### src/sv/mat_pkg.sv
`timescale 1ns / 1ps
`default_nettype none

package mat_pkg;

    // Field widths
    localparam int SAMPLE_W   = 10;
    localparam int TIME_W     = 32;
    localparam int THRESH_W   = 10;
    localparam int BASE_W     = 16;
    localparam int HOLD_W     = BASE_W + 2;

    // Averaging window
    localparam int WINDOW     = 5;
    localparam int SLOT_W     = (WINDOW > 1) ? $clog2(WINDOW) : 1;
    localparam int SUM_W      = $clog2(WINDOW * (2 ** SAMPLE_W - 1) + 1);

    // floor(sum / WINDOW) by reciprocal multiply, exact over the full sum range
    localparam int AVG_SHIFT   = SUM_W + $clog2(WINDOW);
    localparam int AVG_RECIP   = (2 ** AVG_SHIFT + WINDOW - 1) / WINDOW;
    localparam int AVG_RECIP_W = AVG_SHIFT + 1;
    localparam int AVG_PROD_W  = SUM_W + AVG_RECIP_W;

    // floor(sum / WINDOW^2) equals floor(level / WINDOW)
    localparam int SQ_DIV      = WINDOW * WINDOW;
    localparam int SQ_SHIFT    = SUM_W + $clog2(SQ_DIV);
    localparam int SQ_RECIP    = (2 ** SQ_SHIFT + SQ_DIV - 1) / SQ_DIV;
    localparam int SQ_RECIP_W  = SQ_SHIFT + 1;
    localparam int SQ_PROD_W   = SUM_W + SQ_RECIP_W;

    // Stream and configuration ports
    localparam int IN_TDATA_W  = ((SAMPLE_W + TIME_W + 7) / 8) * 8;
    localparam int OUT_TDATA_W = ((SAMPLE_W + 1 + 7) / 8) * 8;
    localparam int CFG_ADDR_W  = 1;
    localparam int CFG_DATA_W  = BASE_W;

    localparam logic [CFG_ADDR_W-1:0] CFG_THRESHOLD = 1'b0;
    localparam logic [CFG_ADDR_W-1:0] CFG_BASE      = 1'b1;

    // Reset values
    localparam logic [THRESH_W-1:0] THRESH_RESET = 10'd1;
    localparam logic [BASE_W-1:0]   BASE_RESET   = 16'd1500;
    localparam logic [HOLD_W-1:0]   HOLD_RESET   = 18'd1500;

    // Holdoff multiple of the base after the clamp
    localparam logic [1:0] HOLD_X1 = 2'd1;
    localparam logic [1:0] HOLD_X2 = 2'd2;
    localparam logic [1:0] HOLD_X3 = 2'd3;

    typedef struct packed {
        logic [SAMPLE_W-1:0] level;
        logic [1:0]          hold_mult;
    } t_win_info;

endpackage

`default_nettype wire

### src/sv/mat_window.sv
`timescale 1ns / 1ps
`default_nettype none

module mat_window
    import mat_pkg::*;
(
    input  wire logic                i_clk,
    input  wire logic                i_rst_n,
    input  wire logic                i_adv,
    input  wire logic [SAMPLE_W-1:0] i_sample,
    output t_win_info                o_info
);

    logic [SAMPLE_W-1:0]   r_ring [WINDOW];
    logic [SLOT_W-1:0]     r_slot;
    logic [SUM_W-1:0]      r_sum;

    logic [SLOT_W-1:0]     n_slot;
    logic [SUM_W-1:0]      n_sum;
    logic [AVG_PROD_W-1:0] avg_prod;
    logic [SQ_PROD_W-1:0]  sq_prod;
    logic [SUM_W-1:0]      quot;
    logic [1:0]            hold_mult;

    // drop the oldest sample, add the new one
    assign n_sum = r_sum - SUM_W'(r_ring[r_slot]) + SUM_W'(i_sample);

    assign n_slot = (r_slot == SLOT_W'(WINDOW - 1)) ? '0 : r_slot + 1'b1;

    assign avg_prod = AVG_PROD_W'(n_sum) * AVG_PROD_W'(AVG_RECIP);
    assign sq_prod  = SQ_PROD_W'(n_sum) * SQ_PROD_W'(SQ_RECIP);
    assign quot     = sq_prod[SQ_SHIFT +: SUM_W];

    // level at or below the window: one base; large multiples clamp to two
    always_comb begin
        if (quot == '0) begin
            hold_mult = HOLD_X1;
        end else if (quot > SUM_W'(HOLD_X3)) begin
            hold_mult = HOLD_X2;
        end else begin
            hold_mult = quot[1:0];
        end
    end

    assign o_info = {avg_prod[AVG_SHIFT +: SAMPLE_W], hold_mult};

    always_ff @(posedge i_clk) begin
        if (!i_rst_n) begin
            for (int i = 0; i < WINDOW; i++) begin
                r_ring[i] <= '0;
            end
            r_slot <= '0;
            r_sum  <= '0;
        end else if (i_adv) begin
            r_ring[r_slot] <= i_sample;
            r_slot         <= n_slot;
            r_sum          <= n_sum;
        end
    end

endmodule

`default_nettype wire

### src/sv/moving_average_trigger_holdoff.sv
`timescale 1ns / 1ps
`default_nettype none

// Sound-level trigger: each input item carries a 10-bit sample and the current
// millisecond time; each result item gives the floored average of the last five
// samples and a trigger flag. A trigger fires when the average is at or above
// the threshold register and more than the current holdoff has passed since the
// last trigger (time difference taken modulo 2^32). On a trigger the holdoff is
// reloaded as one, two or three times the base register, scaled by the average,
// so a base change only takes effect at the next trigger. Until five samples
// have arrived the empty slots count as zero. The block takes one item every
// clock cycle while the result stream is not stalled; each item passes through
// the input register, then the result register, where its result is presented,
// and the running sum, ring slot and trigger state all update in the single
// compute stage between them. A stalled output holds its result while one more
// item waits in the input register.

module moving_average_trigger_holdoff
    import mat_pkg::*;
(
    input  wire logic                   i_clk,
    input  wire logic                   i_rst_n,

    // input stream
    input  wire logic                   s_axis_tvalid,
    output logic                        s_axis_tready,
    input  wire logic [IN_TDATA_W-1:0]  s_axis_tdata,   // sample[9:0], now_ms[41:10]

    // result stream
    output logic                        m_axis_tvalid,
    input  wire logic                   m_axis_tready,
    output logic [OUT_TDATA_W-1:0]      m_axis_tdata,   // level[9:0], trigger[10]

    // configuration writes
    input  wire logic                   i_cfg_we,
    input  wire logic [CFG_ADDR_W-1:0]  i_cfg_addr,
    input  wire logic [CFG_DATA_W-1:0]  i_cfg_wdata
);

    // configuration
    logic [THRESH_W-1:0] r_threshold;
    logic [BASE_W-1:0]   r_base;

    // input register
    logic                r_in_valid;
    logic [SAMPLE_W-1:0] r_sample;
    logic [TIME_W-1:0]   r_now;

    // result register
    logic                r_out_valid;
    logic [SAMPLE_W-1:0] r_level;
    logic                r_trigger;

    // trigger state
    logic [TIME_W-1:0]   r_last_ms;
    logic [HOLD_W-1:0]   r_holdoff;

    logic                out_adv;
    logic                calc;
    logic                in_acc;
    logic [TIME_W-1:0]   elapsed;
    logic                fire;
    logic [HOLD_W-1:0]   base_x1;
    logic [HOLD_W-1:0]   base_x2;
    logic [HOLD_W-1:0]   n_holdoff;
    t_win_info           win;

    // Advance the compute stage whenever the result register is free or drains
    assign out_adv       = !r_out_valid || m_axis_tready;
    assign calc          = r_in_valid && out_adv;
    assign s_axis_tready = !r_in_valid || out_adv;
    assign in_acc        = s_axis_tvalid && s_axis_tready;

    mat_window u_window (
        .i_clk    (i_clk),
        .i_rst_n  (i_rst_n),
        .i_adv    (calc),
        .i_sample (r_sample),
        .o_info   (win)
    );

    // Elapsed time wraps naturally in 32 bits
    assign elapsed = r_now - r_last_ms;
    assign fire    = (win.level >= r_threshold) && (elapsed > TIME_W'(r_holdoff));

    assign base_x1 = HOLD_W'(r_base);
    assign base_x2 = {1'b0, r_base, 1'b0};

    always_comb begin
        case (win.hold_mult)
            HOLD_X2: n_holdoff = base_x2;
            HOLD_X3: n_holdoff = base_x2 + base_x1;
            default: n_holdoff = base_x1;
        endcase
    end

    // Configuration registers; writes to unknown indexes are dropped
    always_ff @(posedge i_clk) begin
        if (!i_rst_n) begin
            r_threshold <= THRESH_RESET;
            r_base      <= BASE_RESET;
        end else if (i_cfg_we) begin
            case (i_cfg_addr)
                CFG_THRESHOLD: r_threshold <= i_cfg_wdata[THRESH_W-1:0];
                CFG_BASE:      r_base      <= i_cfg_wdata;
                default: ;
            endcase
        end
    end

    // Input register
    always_ff @(posedge i_clk) begin
        if (!i_rst_n) begin
            r_in_valid <= 1'b0;
        end else if (s_axis_tready) begin
            r_in_valid <= s_axis_tvalid;
        end
    end

    always_ff @(posedge i_clk) begin
        if (in_acc) begin
            r_sample <= s_axis_tdata[SAMPLE_W-1:0];
            r_now    <= s_axis_tdata[SAMPLE_W +: TIME_W];
        end
    end

    // Result register
    always_ff @(posedge i_clk) begin
        if (!i_rst_n) begin
            r_out_valid <= 1'b0;
        end else if (out_adv) begin
            r_out_valid <= r_in_valid;
        end
    end

    always_ff @(posedge i_clk) begin
        if (calc) begin
            r_level   <= win.level;
            r_trigger <= fire;
        end
    end

    // Record the trigger time and reload the holdoff on a trigger
    always_ff @(posedge i_clk) begin
        if (!i_rst_n) begin
            r_last_ms <= '0;
            r_holdoff <= HOLD_RESET;
        end else if (calc && fire) begin
            r_last_ms <= r_now;
            r_holdoff <= n_holdoff;
        end
    end

    assign m_axis_tvalid = r_out_valid;
    assign m_axis_tdata  = {(OUT_TDATA_W - SAMPLE_W - 1)'(0), r_trigger, r_level};

endmodule

`default_nettype wire

### config.mk
export PLATFORM = sky130hd
export DESIGN_NAME = moving_average_trigger_holdoff
export DESIGN_NICKNAME = d
export VERILOG_FILES = /design/src/sv/mat_pkg.sv /design/src/sv/mat_window.sv /design/src/sv/moving_average_trigger_holdoff.sv
export SDC_FILE = /design/constraint.sdc
export NUM_CORES = 1
export LEC_CHECK = 0
export ABC_AREA = 1
export BUFFER_PORTS_ARGS = -buffer_cell sky130_fd_sc_hd__buf_2
export CAP_MARGIN = 20
export CORE_MARGIN = 2
export CORE_UTILIZATION = 55
export CTS_CLUSTER_DIAMETER = 120
export DETAILED_ROUTE_END_ITERATION = 8
export PLACE_DENSITY_LB_ADDON = 0.2
export SLEW_MARGIN = 25
export SYNTH_ARGS = -nofsm -noshare
export SYNTH_HDL_FRONTEND = slang
export SYNTH_SLANG_ARGS = --single-unit
### constraint.sdc
create_clock -name i_clk -period 8.8 [get_ports i_clk]
set_input_delay 0.44 -clock i_clk [delete_from_list [all_inputs] [get_ports i_clk]]
set_output_delay 0.44 -clock i_clk [all_outputs]
set_load 0.1 [all_outputs]
-- Word-level counts from Yosys, hierarchy flattened
Memories as Yosys holds them, arrays and structs flattened. A register that Yosys moved wholly into a read port is not among the register bits.
Index checks and enable logic that the tools add are counted.
- add/sub/neg operators: 5
- eq/ne operators: 3
- divide/modulo/power cells: 0
- muxes and demuxes: 13
- shift-type cells: 0
- $lt $le $gt $ge: 3
- $mul: 2
- bitwise gates (word level): 1
- reductions and logical operators: 12
- operator list (kind ; number):
    $pmux 18 s2 ; 1
    $gt 32x18->1 ; 1
    $sub 32x32->32 ; 1
    $mul 13x13->26 const B ; 1
    $mul 13x12->24 const B ; 1
    $add 17x16->18 ; 1
    $add 13x10->13 ; 1
    $logic_not 13->1 ; 1
    $sub 13x10->13 ; 1
    $mux 3 ; 4
    $ge 10x10->1 ; 1
    $mux 10 ; 1
    $reduce_or 10->1 ; 1
    $gt 9x2->1 const B ; 1
    $mux 1 ; 5
    $eq 2x2->1 const B ; 2
    $logic_and 1x1->1 ; 4
    $mux 2 ; 2
    $reduce_and 2->1 ; 2
    $add 3x1->3 const B ; 1
    $eq 3x3->1 const B ; 1
    $logic_not 1->1 ; 2
    $logic_or 1x1->1 ; 2
    $not 1->1 ; 1
- output and inout port bits: 18
- input bits: 70
- RAM bits: 50
- memories kept: 1
- ROM bits: 0
- register bits: 147
- latch bits: 0
- memory list (name ; depth ; bits a word ; read ports ; clocked after memory_dff ; wr ports ; RTL line ; source):
    u_window.r_ring ; 5 ; 10 ; 1 ; 1 ; 5 ; mat_window.sv:14 ; logic [SAMPLE_W-1:0] r_ring [WINDOW];

-- Logic depth before layout (Yosys ltp)
Gate-level depths: netlist (run 1).
- depth in word-level cells: 8
- mapped depth: 49
- depth with buffers taken out: 47

-- Hierarchy
A second synthesis (run 1) with hierarchy kept.
- cell total of the unflattened synthesis: 2559
- area total of the unflattened synthesis: 19865.3 um^2
- modules (own cells, without submodules) (module ; sequential area each (um^2) ; area an instance (um^2) ; times used ; cells an instance):
    mat_window ; 2782.7 ; 11308.3 ; 1 ; 1349
    moving_average_trigger_holdoff ; 3153.0 ; 8557.0 ; 1 ; 1210

-- Worst setup path before layout (run 1)
OpenSTA, ideal clock, no wires.
- path kind: reg2reg
- from: reg with a tool-made name
- to: reg r_holdoff[13]
- setup time: 0.113 ns
- path slack: 0.548 ns
- stages on the path, launching flop included: 41
- data arrival time: 8.140 ns
- required time: 8.687 ns
- clock period less this slack: 8.252 ns
- cells stage by stage: dfxtp_1 inv_1 clkbuf_1 nor2_1 o22ai_1 nor2_1 a31oi_1 fa_1 inv_1 ha_1 a21o_1 a31oi_1 inv_1 a21oi_1 xor2_1 ha_1 fa_1 fa_1 [... 5 more ...] nand2_1 o211ai_1 a31oi_1 o21bai_1 nand2_1 nand2_1 nand2_1 nand2_1 xor2_1 ha_1 nand2_1 nor4_1 nand3_1 nand4_1 nand3_4 buf_6 nor2_1 nor2_1
- RTL lines (what ; RTL line ; source):
    end signal: assignment ; moving_average_trigger_holdoff.sv:150 ; r_holdoff <= n_holdoff;
    end: declaration ; moving_average_trigger_holdoff.sv:56 ; logic [HOLD_W-1:0] r_holdoff;

==> out/qor.yml, run 1 <==
start_util_pct: 55.8
rows: 69
overflow: 0
cp_max_fo: 9
fin_area_mm2: 0.0229
synth_edf_count: 133
hpwl_um: 38800
ys.flop_type: "edfxtp_1"
cpMaxStageDelayCell: "fa_1"
synth-seq-area-share_pct: 29.9
numCtsBuffers: 27
layout_min_cycle_time_ns: 8.52
drv_slew: 0
drt_pass1_iterations: 6
place_ws_ns: -0.175
drtIter0Drc: 935
layout.nets: 3134
tightest_slew_ns: 1.00
worstPathArrival_ns: 9.02
track_usage_pct: 26.0
startpoint_type: "flop"
place_area_mm2: 0.0212
ant_nets: 0
portBuffers: 76
final_common_cell: "nand2_1"
die_height_um: 194
regArea_mm2: 0.00594
grt_first_pass_wirelength_um: 80000
skew_ns: 0.0141
syn-cell-area_mm2: 0.0198
drt_wl_total_um: 50400
max_freq_mhz: 117
drive_gt1_share_pct: 12.2
cts_htree_levels: 1
status: "completed"
ctsHoldBuffers: 0
areaGrowthSynthToFinish_pct: 15.3
cts_buffer_depth: 3
final-hold-violation-count: 0
via_count: 16600
die-area_mm2: 0.0376
cap_violations: 0
clock-root-buffer: "clkbuf_16"
max_stage_delay_ns: 0.52
cp.required_ns: 9.30
fillerInstances: 3090
yosys_register_bits: 230
grt_max_degree: 91
routabilityCongestion: 0.934
wl_per_cell_um: 15.8
end_kind: "flop"
async_flop_share_pct: 0
timing.final.crit_share_pct: 96.8
yosysUniqueCellTypes: 46
syn_avg_cell_area_um2: 7.79
grt_pass1_vias: 16200
core_mm2: 0.0356
antenna_cells: 0
multi_input_area_mm2: 0.0121
finalSetupViolCount: 0
ios: 88
drt-vias-per-instance: 5.22
antenna_found_initial: 0
maxSlewHeadroom_pct: 33.0
final_cell_mix: "nand2_1 (549), inv_1 (471), nor2_1 (320), ha_1 (238), edfxtp_1 (133)"
syn-instance-count: 2547
hold_path_class: "in -> reg"
cts.clk_slew.worst_paths_ns: 0.06
drc: 0
clk_latency_ns: 0.57
numClockSinks: 230
finalWorstSetupSlack_ns: 0.278
cts_tree: "yes"
crit_type: "reg -> reg"
die_x_um: 194
yosys_warnings: 0
==> through the flow <==
stage	setup TNS [ns]	util, %	hold slack, ns	instances
after floorplan	0	-	0.435	2551
after global placement	0	59.5	0.452	3112
after detailed placement	-3.78	59.5	0.454	3112
after CTS	0	62.2	0.0209	3162
after global routing	-9.42	64.3	0.0300	3189
final	0	64.3	0.0464	3189
==> layer usage <==
| layer | part of all wire (%) | track usage, % |
|---|---|---|
| met2 | 46 | 42.3 |
| met5 | 0 | 0 |
| met4 | 2.5 | 6.40 |
| met3 | 5.5 | 3.50 |
| met1 | 46 | 36.8 |
==> cells in the mapped netlist, types with 2 or more instances <==
master    number  area share (%)
nand2_1      558              11
inv_1        483             9.1
nor2_1       330             6.2
ha_1         248              16
edfxtp_1     133              20
nand3_1      115             2.9
fa_1         109              11
a21oi_1      105             2.6
o21ai_0       98             2.5
dfxtp_1       97             9.8
xor2_1        48             2.1
nand4_1       46             1.5
clkbuf_1      32            0.61
o21bai_1      13            0.49
a31oi_1       12            0.38
nor3_1        11            0.28
buf_6         10            0.57
o22ai_1       10            0.32
xnor2_1        9            0.40
nor2_2         8            0.25
buf_4          7            0.26
a21o_1         5            0.19
buf_1          5           0.095
inv_2          5           0.095
nand2_2        4            0.13
nand3_2        4            0.20
nand3b_1       4            0.15
nor2_4         4            0.23
or2_2          4            0.13
and2_1         3           0.095
buf_2          3           0.076
o211ai_1       3            0.11
o221ai_1       3            0.13
a211oi_1       2           0.076
clkinv_1       2           0.038
nand3_4        2            0.18
nor4_1         2           0.063
o21a_1         2           0.076
==> path summary, 6_finish.rpt <==
path                                        to  cells after the start        startpoint  slack, ns
worst max-delay path             r_last_ms[14]                     44              flop       0.28
worst min-delay path                  r_now[7]                      1  s_axis_tdata[17]       0.05
worst max register to register   r_last_ms[14]                     44              flop       0.28
worst min register to register  r_threshold[1]                      2    r_threshold[1]       0.47
==> kinds of logic (layout without fill, tap and decap cells) <==
logic type / count (synthesis) / in the layout / share of synthesized area [%]
and+or+nand+nor: 1098 / 1098 / 23.0
other: 1 / 5 / 0.0189
AOI/OAI and AO/OA: 257 / 257 / 7.08
buffers and inverters: 547 / 724 / 10.9
DFF: 230 / 230 / 29.9
adders and majority gates: 357 / 357 / 26.6
xor gates and xnor gates: 57 / 57 / 2.52
==> flip-flops by register name (all words and copies together) (netlist names), named ones only <==
signal and count:
u_window.r_ring 80, r_last_ms 32, r_now 32, r_holdoff 18, r_base 16, u_window.r_sum 13
r_level 10, r_sample 10, r_threshold 10, u_window.r_slot 3, m_axis_tvalid 1, r_in_valid 1
r_trigger 1
==> critical path, delay by kind of cell, from the launching register on <==
family / cells / cell delay, ns
adder cells (fa/ha/maj): 9 / 3.44
AO/OA/AOI/OAI: 10 / 1.64
buffers and inverters: 11 / 1.46
AND/OR/NAND/NOR: 12 / 1.11
flip-flops: 1 / 0.40
XOR/XNOR: 2 / 0.37
==> cell type report <==
cell class	instances	share of cell area (%)
clock inverters	13	0.656
multi-input cells	1774	53.0
flip-flops and latches	230	26.0
clock buffers	37	3.29
well taps	461	2.52
repair buffers	184	6.46
inverters	490	8.07
==> what timing repair did <==
action	4_1_cts	5_1_grt
cloned	0	10
endpoints found under the setup margin	51	51
pin swaps	2	42
setup buffers	0	17
resized for setup	8	84
Power of run 1 is not shown: default switching activity piles up to over one toggle a cycle in this logic, so the estimate is an artifact.
==> inputs of run 2 (changes only) <==
--- a/config.mk
+++ b/config.mk
@@ -8,11 +8,11 @@
 export ABC_AREA = 1
 export BUFFER_PORTS_ARGS = -buffer_cell sky130_fd_sc_hd__buf_2
 export CAP_MARGIN = 20
-export CORE_MARGIN = 2
 export CORE_UTILIZATION = 55
 export CTS_CLUSTER_DIAMETER = 120
 export DETAILED_ROUTE_END_ITERATION = 8
 export PLACE_DENSITY_LB_ADDON = 0.2
+export SKIP_CTS_REPAIR_TIMING = 1
 export SLEW_MARGIN = 25
 export SYNTH_ARGS = -nofsm -noshare
 export SYNTH_HDL_FRONTEND = slang
==> constraint.sdc (replaced) <==
create_clock -name i_clk -period 7.28 [get_ports i_clk]
set_input_delay 0.364 -clock i_clk [delete_from_list [all_inputs] [get_ports i_clk]]
set_output_delay 0.364 -clock i_clk [all_outputs]
set_load 0.1 [all_outputs]
==> out/qor.yml, run 2 (synthesis gave the netlist of run 1 again) <==
status: "finished, violations left"  # was completed
violations: "setup timing"
final-hold-violation-count: 0  # unchanged
dp.cells: 3224  # was 3,112
drc: 0  # unchanged
die_x_um: 192  # was 194 um
timing.final.crit_share_pct: 114  # was 96.8%
wl_per_cell_um: 16.1  # was 15.8 um
stdcell_count: 3337  # was 3,189
crit_type: "reg -> reg"  # unchanged
numCtsBuffers: 26  # was 27
numClockSinks: 230  # unchanged
track_usage_pct: 27.8  # was 26.0%
finalSetupViolCount: 51  # was 0
worstHoldStart: "s_axis_tdata[35]"  # was s_axis_tdata[17]
layout.nets: 3283  # was 3,134
routabilityCongestion: 0.946  # was 0.934
start_util_pct: 55.8  # unchanged
largest_reg_flops: 80  # unchanged
grt_first_pass_wirelength_um: 81000  # was 80,000 um
final_cell_mix: "nand2_1 (530), inv_1 (470), nor2_1 (315), ha_1 (222), buf_4 (186)"  # was nand2_1 (549), inv_1 (471), nor2_1 (320), ha_1 (238), edfxtp_1 (133)
die-area_mm2: 0.0368  # was 0.0376 mm^2
antenna_found_initial: 0  # unchanged
drt_pass1_iterations: 5  # was 6
cts.clk_slew.worst_paths_ns: 0.06  # about the same
portBuffers: 76  # unchanged
drt_wl_total_um: 53700  # was 50,400 um
cts_tree: "yes"  # unchanged
core_mm2: 0.0356  # unchanged
hpwl_um: 40900  # was 38,800 um
max_stage_delay_ns: 0.52  # about the same
final_common_cell: "nand2_1"  # unchanged
startpoint_type: "flop"  # unchanged
clock-root-buffer: "clkbuf_16"  # unchanged
antenna_cells: 0  # unchanged
rows: 69  # unchanged
skew_ns: 0.0148  # was 0.0141 ns
hold_path_class: "in -> reg"  # unchanged
end_kind: "flop"  # unchanged
grt_pass1_vias: 16500  # was 16,200
layout_min_cycle_time_ns: 8.28  # was 8.52 ns
drive_gt1_share_pct: 17.6  # was 12.2%
maxSlewHeadroom_pct: 32.2  # was 33.0%
ios: 88  # unchanged
cp_max_fo: 7  # was 9
max_freq_mhz: 121  # was 117 MHz
rsz0062_at_grt: "true"
cpMaxStageDelayCell: "fa_1"  # unchanged
reg_top3: "u_window.r_ring (80), r_last_ms (32), r_now (32)"  # unchanged
areaGrowthSynthToFinish_pct: 23.8  # was 15.3%
drv_slew: 0  # unchanged
grt_max_degree: 91  # unchanged
drt-vias-per-instance: 5.25  # was 5.22
cap_violations: 0  # unchanged
clk_latency_ns: 0.55  # was 0.57 ns
drtIter0Drc: 1156  # was 935
worstPathArrival_ns: 8.75  # was 9.02 ns
overflow: 0  # unchanged
largest-register: "u_window.r_ring"  # unchanged
tightest_slew_ns: 1.02  # was 1.00 ns
cts_htree_levels: 1  # unchanged
finalWorstSetupSlack_ns: -1.00  # was 0.278 ns
ant_nets: 0  # unchanged
via_count: 17500  # was 16,600
cts_buffer_depth: 3  # unchanged
die_height_um: 192  # was 194 um
cp.required_ns: 7.75  # was 9.30 ns
## run 2: layer usage
| metal | vias up | global-route usage, % | part of all wire, % |
|---|---|---|---|
| met4 | 0 | 6.84 | 2.8 |
| met5 | - | 0 | 0 |
| met1 | 8155 | 37.0 | 43 |
| met3 | 111 | 3.11 | 5.1 |
| met2 | 546 | 47.8 | 49 |
| li1 | 8691 | - | - |
## run 2: critical path: cells and delay by family, from the launching register on
| kind | cells | cell delay [ns] |
|---|---|---|
| AO/OA/AOI/OAI | 8 | 1.06 |
| flip-flops | 1 | 0.43 |
| buffers and inverters | 10 | 1.10 |
| XOR/XNOR | 2 | 0.65 |
| adder cells (fa/ha/maj) | 9 | 3.55 |
| AND/OR/NAND/NOR | 12 | 1.40 |
## run 2: worst paths after layout
kind	to	slack, ns	depth (start not counted)
worst min register to register	r_threshold[8]	0.47	2
worst max register to register	r_last_ms[6]	-1.00	41
worst min-delay path	r_now[25]	0.01	1
worst max-delay path	r_last_ms[6]	-1.00	41
## run 2: area by class of cell
class                           count  area, um^2
Multi-Input combinational cell   1775       12600
Fill cell                        2935       11000
Sequential cell                   230        5940
Timing Repair Buffer              333        2730
Inverter                          490        1850
Clock buffer                       33         729
Tap cell                          461         577
Clock inverter                     15         123
## run 2: per-stage QoR
stage / worst slack, ns / hold WS (ns) / TNS (ns) / util, % / instance area (um^2)
after floorplan: -0.359 / 0.433 / -17.38 / - / 20000
after global placement: -0.874 / 0.456 / -41.88 / 62.3 / 22200
after detailed placement: -1.04 / 0.454 / -50.31 / 62.3 / 22200
after CTS: -1.16 / -0.0306 / -54.77 / 64.7 / 23000
after global routing: -1.33 / 0.000482 / -65.51 / 69.1 / 24600
final: -1.00 / 0.0146 / -48.75 / 69.1 / 24600
Power of run 2 is left out for the same reason.
